===== src/rtl/rspd_pkg.sv =====
package rspd_pkg;

  // one byte of a sprite record
  typedef struct packed {
    logic [7:0] data_byte;
    logic       record_start;
  } rspd_in_t;

  // one pixel run
  typedef struct packed {
    logic [9:0]  position;
    logic [10:0] run_length;
    logic [7:0]  red;
    logic [7:0]  green;
    logic [7:0]  blue;
    logic [7:0]  alpha;
    logic        sprite_done;
  } rspd_out_t;

  // runs produced by one byte, second only together with the first
  typedef struct packed {
    logic      push_a;
    logic      push_b;
    rspd_out_t run_a;
    rspd_out_t run_b;
  } rspd_emit_t;

  typedef enum logic [3:0] {
    PH_IDLE,
    PH_SKIP,
    PH_SIZE_LO,
    PH_SIZE_HI,
    PH_T_LO,
    PH_T_HI,
    PH_C_LO,
    PH_C_HI,
    PH_RED,
    PH_GREEN,
    PH_BLUE
  } phase_t;

  localparam int BC_W = 18;
  localparam logic [BC_W-1:0] CHUNK_HDR_BYTES = 18'd4;
  localparam logic [BC_W-1:0] PIXEL_BYTES     = 18'd3;
  localparam logic [7:0] ALPHA_OPAQUE = 8'hFF;
  localparam logic [7:0] ALPHA_CLEAR  = 8'h00;

endpackage


===== src/rtl/rle_sprite_pixel_decoder_unit.sv =====
// channel | ports                          | carries
// in      | in_valid in_stall in_data      | one record byte, record_start on first
// out     | out_valid out_stall out_data   | one pixel run: position, length, rgba
//
// one byte per cycle while out_stall stays low; a taken byte waits in the input
// register until the run queue has room, and its runs reach out through that queue
// a byte that closes the sprite data yields two runs and holds in while the
// three-entry run queue drains
// in_stall comes only from the input register and the queue fill level, so no
// combinational path runs from out_stall to in_stall
// synchronous active-low reset empties both stages and parks the decoder idle
module rle_sprite_pixel_decoder_unit #(
  parameter int PIXELS_PER_SPRITE = 1024,
  parameter int HEADER_SKIP       = 3
) (
  input  logic                clk,
  input  logic                rst_n,
  input  logic                in_valid,
  output logic                in_stall,
  input  rspd_pkg::rspd_in_t  in_data,
  output logic                out_valid,
  input  logic                out_stall,
  output rspd_pkg::rspd_out_t out_data
);

  // input register
  logic                in_v_r, in_v_nxt;
  rspd_pkg::rspd_in_t  in_q_r;
  logic                in_take;

  // decode step and run queue
  logic                 step;
  logic                 q_room;
  logic                 pop;
  rspd_pkg::rspd_emit_t emit;

  // the held byte decodes as soon as the queue can take two runs
  assign step     = in_v_r && q_room;
  assign in_stall = in_v_r && !q_room;
  assign in_take  = in_valid && !in_stall;
  assign pop      = out_valid && !out_stall;

  always_comb begin
    in_v_nxt = in_v_r;
    if (in_take) begin
      in_v_nxt = 1'b1;
    end else if (step) begin
      in_v_nxt = 1'b0;
    end
  end

  always_ff @(posedge clk) begin
    if (!rst_n) begin
      in_v_r <= 1'b0;
    end else begin
      in_v_r <= in_v_nxt;
    end
  end

  always_ff @(posedge clk) begin
    if (in_take) in_q_r <= in_data;
  end

  // byte parser, counters and run generation
  rspd_core #(
    .PIXELS_PER_SPRITE (PIXELS_PER_SPRITE),
    .HEADER_SKIP       (HEADER_SKIP)
  ) u_core (
    .clk   (clk),
    .rst_n (rst_n),
    .step  (step),
    .item  (in_q_r),
    .emit  (emit)
  );

  // registered run queue feeding the out port
  rspd_outq u_outq (
    .clk       (clk),
    .rst_n     (rst_n),
    .emit      (emit),
    .pop       (pop),
    .head      (out_data),
    .not_empty (out_valid),
    .has_room  (q_room)
  );

  a_step_drains: assert property (@(posedge clk) disable iff (!rst_n)
    (step && !in_take) |=> !in_v_r)
    else $error("decoded byte left in input register");

  a_stall_holds: assert property (@(posedge clk) disable iff (!rst_n)
    in_stall |=> in_v_r)
    else $error("input register lost a stalled byte");

  a_runs_need_step: assert property (@(posedge clk) disable iff (!rst_n)
    (emit.push_a || emit.push_b) |-> step)
    else $error("run produced without a decode step");

endmodule


===== src/rtl/rspd_core.sv =====
module rspd_core #(
  parameter int PIXELS_PER_SPRITE = 1024,
  parameter int HEADER_SKIP       = 3
) (
  input  logic                 clk,
  input  logic                 rst_n,
  input  logic                 step,
  input  rspd_pkg::rspd_in_t   item,
  output rspd_pkg::rspd_emit_t emit
);

  localparam int WPW = $clog2(PIXELS_PER_SPRITE + 1);
  localparam logic [WPW-1:0] PIX_W = WPW'(PIXELS_PER_SPRITE);
  localparam logic [1:0] SKIP_W = 2'(HEADER_SKIP);
  localparam rspd_pkg::phase_t START_PH =
    (HEADER_SKIP > 0) ? rspd_pkg::PH_SKIP : rspd_pkg::PH_SIZE_LO;

  rspd_pkg::phase_t phase_r, phase_nxt, ph_e;
  logic [1:0]                skip_r, skip_nxt, skip_e, skip_inc;
  logic [15:0]               ds_r, ds_nxt, ds_e;
  logic [rspd_pkg::BC_W-1:0] bc_r, bc_nxt, bc_e, bc4, bc3;
  logic [WPW-1:0]            wp_r, wp_nxt, wp_e, wp1, room, tc, t_end;
  logic [15:0]               crem_r, crem_nxt, crem_e, crem_dec;
  logic [7:0]                lo_r, lo_nxt, red_r, red_nxt, grn_r, grn_nxt;
  logic [15:0]               word;
  logic                      end4, end3;

  function automatic rspd_pkg::rspd_out_t mk_run(
    input logic [WPW-1:0] pos,
    input logic [WPW-1:0] len,
    input logic [7:0]     r,
    input logic [7:0]     g,
    input logic [7:0]     b,
    input logic [7:0]     a,
    input logic           done
  );
    rspd_pkg::rspd_out_t o;
    o.position    = 10'(pos);
    o.run_length  = 11'(len);
    o.red         = r;
    o.green       = g;
    o.blue        = b;
    o.alpha       = a;
    o.sprite_done = done;
    return o;
  endfunction

  // record start restarts decoding with this very byte
  assign ph_e   = item.record_start ? START_PH : phase_r;
  assign skip_e = item.record_start ? 2'd0 : skip_r;
  assign ds_e   = item.record_start ? 16'd0 : ds_r;
  assign bc_e   = item.record_start ? '0 : bc_r;
  assign wp_e   = item.record_start ? '0 : wp_r;
  assign crem_e = item.record_start ? 16'd0 : crem_r;

  assign word     = {item.data_byte, lo_r};
  assign skip_inc = skip_e + 2'd1;
  assign room     = PIX_W - wp_e;
  assign tc       = (word > 16'(room)) ? room : WPW'(word);
  assign t_end    = wp_e + tc;
  assign wp1      = wp_e + WPW'(1);
  assign bc4      = bc_e + rspd_pkg::CHUNK_HDR_BYTES;
  assign bc3      = bc_e + rspd_pkg::PIXEL_BYTES;
  assign end4     = bc4 >= rspd_pkg::BC_W'(ds_e);
  assign end3     = bc3 >= rspd_pkg::BC_W'(ds_e);
  assign crem_dec = crem_e - 16'd1;

  // next state
  always_comb begin
    phase_nxt = ph_e;
    skip_nxt  = skip_e;
    ds_nxt    = ds_e;
    bc_nxt    = bc_e;
    wp_nxt    = wp_e;
    crem_nxt  = crem_e;
    lo_nxt    = lo_r;
    red_nxt   = red_r;
    grn_nxt   = grn_r;
    case (ph_e)
      rspd_pkg::PH_SKIP: begin
        skip_nxt = skip_inc;
        if (skip_inc >= SKIP_W) phase_nxt = rspd_pkg::PH_SIZE_LO;
      end
      rspd_pkg::PH_SIZE_LO: begin
        lo_nxt    = item.data_byte;
        phase_nxt = rspd_pkg::PH_SIZE_HI;
      end
      rspd_pkg::PH_SIZE_HI: begin
        ds_nxt = word;
        bc_nxt = '0;
        if (word == 16'd0) begin
          wp_nxt    = PIX_W;
          phase_nxt = rspd_pkg::PH_IDLE;
        end else begin
          phase_nxt = rspd_pkg::PH_T_LO;
        end
      end
      rspd_pkg::PH_T_LO: begin
        lo_nxt    = item.data_byte;
        phase_nxt = rspd_pkg::PH_T_HI;
      end
      rspd_pkg::PH_C_LO: begin
        lo_nxt    = item.data_byte;
        phase_nxt = rspd_pkg::PH_C_HI;
      end
      rspd_pkg::PH_T_HI: begin
        wp_nxt    = t_end;
        phase_nxt = (t_end >= PIX_W) ? rspd_pkg::PH_IDLE : rspd_pkg::PH_C_LO;
      end
      rspd_pkg::PH_C_HI: begin
        crem_nxt = word;
        bc_nxt   = bc4;
        if (word != 16'd0) begin
          phase_nxt = rspd_pkg::PH_RED;
        end else if (end4) begin
          wp_nxt    = PIX_W;
          phase_nxt = rspd_pkg::PH_IDLE;
        end else begin
          phase_nxt = rspd_pkg::PH_T_LO;
        end
      end
      rspd_pkg::PH_RED: begin
        red_nxt   = item.data_byte;
        phase_nxt = rspd_pkg::PH_GREEN;
      end
      rspd_pkg::PH_GREEN: begin
        grn_nxt   = item.data_byte;
        phase_nxt = rspd_pkg::PH_BLUE;
      end
      rspd_pkg::PH_BLUE: begin
        bc_nxt   = bc3;
        crem_nxt = crem_dec;
        wp_nxt   = wp1;
        if (wp1 >= PIX_W) begin
          phase_nxt = rspd_pkg::PH_IDLE;
        end else if (crem_dec != 16'd0) begin
          phase_nxt = rspd_pkg::PH_RED;
        end else if (end3) begin
          wp_nxt    = PIX_W;
          phase_nxt = rspd_pkg::PH_IDLE;
        end else begin
          phase_nxt = rspd_pkg::PH_T_LO;
        end
      end
      default: phase_nxt = rspd_pkg::PH_IDLE;
    endcase
  end

  // runs out
  always_comb begin
    emit = '0;
    case (ph_e)
      rspd_pkg::PH_SIZE_HI: begin
        if (word == 16'd0 && wp_e < PIX_W) begin
          emit.push_a = 1'b1;
          emit.run_a  = mk_run(wp_e, PIX_W - wp_e, 8'd0, 8'd0, 8'd0,
                               rspd_pkg::ALPHA_CLEAR, 1'b1);
        end
      end
      rspd_pkg::PH_T_HI: begin
        if (tc != '0) begin
          emit.push_a = 1'b1;
          emit.run_a  = mk_run(wp_e, tc, 8'd0, 8'd0, 8'd0,
                               rspd_pkg::ALPHA_CLEAR, t_end >= PIX_W);
        end
      end
      rspd_pkg::PH_C_HI: begin
        if (word == 16'd0 && end4 && wp_e < PIX_W) begin
          emit.push_a = 1'b1;
          emit.run_a  = mk_run(wp_e, PIX_W - wp_e, 8'd0, 8'd0, 8'd0,
                               rspd_pkg::ALPHA_CLEAR, 1'b1);
        end
      end
      rspd_pkg::PH_BLUE: begin
        emit.push_a = 1'b1;
        emit.run_a  = mk_run(wp_e, WPW'(1), red_r, grn_r, item.data_byte,
                             rspd_pkg::ALPHA_OPAQUE, wp1 >= PIX_W);
        // last pixel of the data: fill the rest in the same step
        if (wp1 < PIX_W && crem_dec == 16'd0 && end3) begin
          emit.push_b = 1'b1;
          emit.run_b  = mk_run(wp1, PIX_W - wp1, 8'd0, 8'd0, 8'd0,
                               rspd_pkg::ALPHA_CLEAR, 1'b1);
        end
      end
      default: ;
    endcase
    if (!step) begin
      emit.push_a = 1'b0;
      emit.push_b = 1'b0;
    end
  end

  always_ff @(posedge clk) begin
    if (!rst_n) begin
      phase_r <= rspd_pkg::PH_IDLE;
      skip_r  <= 2'd0;
      ds_r    <= 16'd0;
      bc_r    <= '0;
      wp_r    <= '0;
      crem_r  <= 16'd0;
    end else if (step) begin
      phase_r <= phase_nxt;
      skip_r  <= skip_nxt;
      ds_r    <= ds_nxt;
      bc_r    <= bc_nxt;
      wp_r    <= wp_nxt;
      crem_r  <= crem_nxt;
    end
  end

  always_ff @(posedge clk) begin
    if (step) begin
      lo_r  <= lo_nxt;
      red_r <= red_nxt;
      grn_r <= grn_nxt;
    end
  end

  a_done_idles: assert property (@(posedge clk) disable iff (!rst_n)
    (emit.push_a && emit.run_a.sprite_done) |=> (phase_r == rspd_pkg::PH_IDLE))
    else $error("sprite finished but decoder not idle");

  a_second_is_fill: assert property (@(posedge clk) disable iff (!rst_n)
    emit.push_b |-> (emit.push_a && emit.run_b.sprite_done &&
                     emit.run_b.alpha == rspd_pkg::ALPHA_CLEAR))
    else $error("second run is not a closing transparent fill");

  a_pos_in_range: assert property (@(posedge clk) disable iff (!rst_n)
    (phase_r != rspd_pkg::PH_IDLE) |-> (wp_r < PIX_W))
    else $error("write position past sprite while decoding");

endmodule


===== src/rtl/rspd_outq.sv =====
module rspd_outq (
  input  logic                 clk,
  input  logic                 rst_n,
  input  rspd_pkg::rspd_emit_t emit,
  input  logic                 pop,
  output rspd_pkg::rspd_out_t  head,
  output logic                 not_empty,
  output logic                 has_room
);

  localparam int QD = 3;

  rspd_pkg::rspd_out_t slot_r [QD];
  rspd_pkg::rspd_out_t slot_nxt [QD];
  logic [1:0] cnt_r, cnt_nxt, base;

  assign base      = cnt_r - {1'b0, pop};
  assign head      = slot_r[0];
  assign not_empty = cnt_r != 2'd0;
  // room for two runs regardless of what the sink does this cycle
  assign has_room  = cnt_r <= 2'd1;

  always_comb begin
    slot_nxt[0] = pop ? slot_r[1] : slot_r[0];
    slot_nxt[1] = pop ? slot_r[2] : slot_r[1];
    slot_nxt[2] = slot_r[2];
    for (int i = 0; i < QD; i++) begin
      if (emit.push_a && base == 2'(i)) slot_nxt[i] = emit.run_a;
      if (emit.push_b && base + 2'd1 == 2'(i)) slot_nxt[i] = emit.run_b;
    end
    cnt_nxt = base + {1'b0, emit.push_a} + {1'b0, emit.push_b};
  end

  always_ff @(posedge clk) begin
    if (!rst_n) begin
      cnt_r <= 2'd0;
    end else begin
      cnt_r <= cnt_nxt;
    end
  end

  always_ff @(posedge clk) begin
    for (int i = 0; i < QD; i++) slot_r[i] <= slot_nxt[i];
  end

  a_pop_nonempty: assert property (@(posedge clk) disable iff (!rst_n)
    pop |-> not_empty)
    else $error("pop from empty run queue");

  a_room_a: assert property (@(posedge clk) disable iff (!rst_n)
    emit.push_a |-> (base <= 2'd2))
    else $error("run queue overflow");

  a_room_b: assert property (@(posedge clk) disable iff (!rst_n)
    emit.push_b |-> (emit.push_a && base <= 2'd1))
    else $error("run queue overflow on second run");

endmodule

===== config.mk =====
export PLATFORM = sky130hd
export DESIGN_NAME = rle_sprite_pixel_decoder_unit
export DESIGN_NICKNAME = d
export VERILOG_FILES = /design/src/rtl/rspd_pkg.sv /design/src/rtl/rle_sprite_pixel_decoder_unit.sv /design/src/rtl/rspd_core.sv /design/src/rtl/rspd_outq.sv
export SDC_FILE = /design/constraint.sdc
export NUM_CORES = 1
export LEC_CHECK = 0
export ABC_AREA = 0
export BUFFER_PORTS_ARGS = -buffer_cell sky130_fd_sc_hd__buf_2
export CORE_MARGIN = 3
export CORE_UTILIZATION = 42
export CTS_CLUSTER_SIZE = 8
export DETAILED_ROUTE_END_ITERATION = 7
export PLACE_DENSITY = 0.55
export SLEW_MARGIN = 20
export SYNTH_ARGS = -nofsm -noshare
export SYNTH_HDL_FRONTEND = slang
export SYNTH_HIERARCHICAL = 1
export SYNTH_SLANG_ARGS = --single-unit
export TNS_END_PERCENT = 30

===== constraint.sdc =====
create_clock -name clk -period 10.8 [get_ports clk]
set_input_delay 2.16 -clock clk [delete_from_list [all_inputs] [get_ports clk]]
set_output_delay 2.16 -clock clk [all_outputs]
set_load 0.1 [all_outputs]

; ---- Word-level counts from Yosys, hierarchy flattened
; Memories as Yosys holds them, arrays and structs flattened.
; Index checks and enable logic that the tools add are counted.
[word_totals]
ff_bits = 103
mem_bits_rw = 162
input_bits = 13
out_inout_bits = 56
elab_cells = 130
n_memories = 1
[classes]
add_sub_neg = 12
order_cmp = 9
n_eq_ne = 14
mux = 50
reduce_logical = 31
[mem_list]
columns = name, words, width, rd, rd_ports_with_merged_regs, wr, line_no
row1 = u_outq.slot_r, 3, 54, 3, 0, 3, rspd_outq.sv:13  ; rspd_pkg::rspd_out_t slot_r [QD];
[op_table]
columns = operator, count
row1 = $mux W54, 13
row2 = $pmux W54 S4, 1
row3 = $mux W11, 8
row4 = $pmux W18 S3, 1
row5 = $mux W16, 3
row6 = $pmux W11 S4, 1
row7 = $pmux W4 S10, 1
row8 = $ge A18 B16 Y1, 2
row9 = $logic_not A16 Y1, 2
row10 = $pmux W16 S2, 1
row11 = $reduce_bool A16 Y1, 2
row12 = $ge A11 B11 Y1 const B, 2
row13 = $lt A11 B11 Y1 const B, 2
row14 = $sub A11 B11 Y11 const A, 2
row15 = $mux W4, 5
row16 = $add A18 B2 Y18 const B, 1
row17 = $add A18 B3 Y18 const B, 1
row18 = $mux W18, 1
row19 = $eq A4 B3 Y1 const B, 4
row20 = $gt A16 B11 Y1, 1
row21 = $sub A16 B1 Y16 const B, 1
row22 = $logic_and A1 B1 Y1, 15
row23 = $eq A4 B4 Y1 const B, 3
row24 = $mux W3, 4
row25 = 20 further kinds, 39

; ---- Logic depth before layout (Yosys ltp)
[depth]
ltp_word = 11
mapped_depth = 30
mapped_depth_nobuf = 26

; ---- By module
; Netlist, hierarchy kept.
[by_module_without_submodules]
columns = mod, n_inst, cells_each, area_per_inst_um2
row1 = rspd_core, 1, 1145, 8590.7
row2 = rspd_outq, 1, 689, 8587.0
row3 = rle_sprite_pixel_decoder_unit, 1, 15, 330.3

; ---- Worst setup path before layout
; Ideal clock, no wire load.
[synth_path]
path_type = register to register
start = register, netlist name in_q_r[0]
end = memory u_outq/slot_r[0][108] (netlist name) (enable)
setup_time_ps = 540
arrival_time_ps = 8958
required_time_ps = 10260
setup_slack_ps = 1302
stages_incl_launch_ff = 27
period_less_slack_ps = 9498
cell_sequence = edfxtp_1 clkbuf_1 buf_2 clkbuf_1 clkbuf_1 clkbuf_1 buf_2 buf_2 buf_2 clkbuf_1 nor2b_1 ha_1 and3_1 nand4_1 or3_1 xor2_1 ha_1 nand4_1 a211oi_1 nor4_4 a21boi_2 nand3_2 and3_1 buf_4 nor2_1 nand2_1 o21ai_0
[synth_lines]
columns = item, line_no
row1 = to (decl), rspd_outq.sv:13

==> results_dict.tcl <==
set metrics [dict create \
    cts.path.max_buffers 3 \
    synth_area_um2 17500 \
    yosys_warnings 6 \
    synth_top_area_cell "edfxtp_1" \
    postCtsSetupRepairBufs 0 \
    cts_tree "done" \
    grt_max_degree 121 \
    async_reset_ff_share_pct 0 \
    track_usage_pct 22.4 \
    relSlewSlack_pct 29.8 \
    syn_area_per_cell_um2 9.47 \
    fin_skew_ns 0.0290 \
    ctsHoldBuffers 0 \
    htreeDepth 2 \
    p_leak_nw 6.86 \
    core_area_um2 41000 \
    antenna_found_initial 0 \
    start_util_pct 42.7 \
    ys_types 84 \
    drtPass1Iterations 5 \
    synthToLayoutAreaGrowth_pct 6.22 \
    hold_class "register to register" \
    cp_cell_sequence "buf_12 -> nor2b_1 -> inv_1 -> ha_1 -> and4_1 -> a311oi_1 -> inv_1 -> ha_1 -> nand4b_1 -> or3_1 -> a21oi_1 -> a21o_1 -> o311ai_0 -> and3_1 -> nor2_1 -> nor2b_4 -> buf_4 -> a21oi_1 -> nand2_2 -> buf_4" \
    cts_buffers 39 \
    fmax_ghz 0.128 \
    drt_wl_total_mm 50.7 \
    fp.dieArea_um2 44200 \
    cts_resized 0 \
    critPathSlowestCell "nand2_2" \
    tns_ns 0 \
    rsz0062_at_grt "false" \
    synthFlopType "edfxtp_1" \
    worst-path-max-fanout 116 \
    boundaryPins 69 \
    setup_slack_ns 3.01 \
    wl_per_cell_um 21.7 \
    worstSetupPathDepth 20 \
    ys_ff_latch 265 \
    critPathTopFamily "simple AND/OR/NAND/NOR gates" \
    io_buffer_count 68 \
    worst_pin_slew_ns 1.05 \
    fill_cells 3965 \
    holdPathStages 2 \
    hold_slack_ns 0.497 \
    synth_edf_count 195 \
    final_net_count 1866 \
    dpl_worst_slack_ns 3.21 \
    setup_viol_count_final 0 \
    outcome "completed" \
    routed_via_density 6.05 \
    critPathRequiredTime_ns 11.04 \
    cts_root_buf "clkbuf_16" \
    start_kind "register" \
    drc 0 \
    grt_pass1_wl_mm 79.1 \
    fin_crit_ns 7.79 \
    finalMaxSlewViolations 0 \
    synthTopCellsByArea "edfxtp_1 33%, dfxtp_1 8.0%, ha_1 4.4%" \
    post-dp-hpwl_mm 31.7 \
    cts.sink_count 265 \
    min_period_over_period_pct 72.1 \
    cp_num_buf_inv 5 \
    total_power_mw 2.79 \
    dp.cells 2282 \
    hold_viol 0 \
    path_class "register to register" \
    power_density_nw_per_um2 150 \
    gp_congestion 0.918 \
    crit_arrival_ns 8.03 \
    path_clk_slew_ns 0.05 \
    grt_pass1_vias 13600 \
    die_h_um 210 \
    yosysSeqAreaShare_pct 41.4 \
    synthCells 1849 \
    first_iter_violations 1189 \
    ir_drop_uv 98.0 \
    yosysTopAreaCellShare_pct 33.4 \
    crit_path_end_kind "register" \
    rr_worst_depth 20 \
    rows 74 \
    drtAntennaViolNets 0 \
    fp.dieW_um 210 \
    drv_cap 0 \
    overflow 0 \
    clock_latency_ns 0.57 \
    n_antenna_cell 0 \
    vias 14100 \
    drive_above_1_share_pct 12.7 \
    stdcell_count 2334 \
    max_stage_delay_ns 0.76 \
]
-- path summary, 6_finish.rpt --
| path | startpoint | endpoint | slack [ns] |
|---|---|---|---|
| max | in_q_r[0] | u_outq/slot_r[0][87] | 3.01 |
| min | u_core/bc_r[15] | u_core/bc_r[15] | 0.50 |
| max reg2reg | in_q_r[0] | u_outq/slot_r[0][87] | 3.01 |
| min reg2reg | u_core/bc_r[15] | u_core/bc_r[15] | 0.50 |
-- kinds of logic after synthesis --
family,Yosys count,synth area share (%)
and+or+nand+nor,656,20.0
AOI/OAI and AO/OA,480,18.3
buffers and inverters,267,8.77
DFF,265,41.4
adders and majority gates,62,4.43
muxes,62,4.00
xor gates and xnor gates,56,3.02
other,1,0.0214
-- stage by stage --
step | utilization (%) | area, µm²
2_1_floorplan | - | 17600
6_report | 45.3 | 18600
3_5_place_dp | 42.7 | 17500
4_1_cts | 45.3 | 18600
5_1_grt | 45.3 | 18600
3_3_place_gp | 42.7 | 17500
-- worst reg2reg max path, delay by kind of cell, from the launching register on --
kind	cells	cell delay, ns
fa+ha+maj	2	0.65
simple gates	8	3.25
flops	1	0.41
compound gates	5	1.59
buf+inv	5	1.56
-- synthesized netlist by cell type (67+ instances only) --
cell and number:
edfxtp_1 195, o21ai_0 138, nor2_1 114, buf_4 100, nand2_1 88, clkbuf_1 85, nor3_1 85, nand3_1 81
a21oi_1 71, dfxtp_1 70, a31oi_1 67
-- metal layers --
metal  wire [µm]  GRT usage [%]  vias up
li1            -              -     6708
met2       23900           36.7      462
met4        1300           7.25        0
met5           0              0        -
met3        3080           3.26       69
met1       22400           30.8     6883
-- power by group --
part | internal, mW | switching (mW) | total, mW
Combinational | 0.105 | 0.387 | 0.492
Sequential | 1.15 | 0.0251 | 1.17
Clock | 0.660 | 0.458 | 1.12
Total | 1.91 | 0.870 | 2.79
-- state kept, by name, indices dropped and copies added (netlist names) --
name,cells
u_core/phase_r,4
in_v_r,1
u_core/grn_r,8
u_core/red_r,8
u_core/ds_r,16
in_q_r,9
u_core/bc_r,18
u_core/skip_r,2
u_core/wp_r,11
u_outq/slot_r,162
u_core/crem_r,16
u_outq/cnt_r,2
u_core/lo_r,8
-- area by class of cell --
| class | count | area [µm²] | share of cell area [%] |
|---|---|---|---|
| multi-input combinational | 1348 | 8880 | 47.8 |
| sequential | 265 | 7260 | 39.0 |
| clock buffer | 48 | 1020 | 5.48 |
| tap | 532 | 666 | 3.58 |
| timing repair buffer | 97 | 571 | 3.07 |
| inverter | 40 | 150 | 0.807 |
| clock inverter | 4 | 53.8 | 0.289 |
-- layout by cell type, fill, tap and decap left out, drive strengths merged, types with 62 or more instances in the layout --
| cell type | instances |
|---|---|
| edfxtp | 195 |
| o21ai | 145 |
| nor2 | 115 |
| buf | 97 |
| nand2 | 89 |
| nor3 | 86 |
| nand3 | 82 |
| a21oi | 71 |
| dfxtp | 70 |
| a31oi | 67 |
| nor2b | 63 |
| ha | 62 |
(Power assumes the default switching activity.)
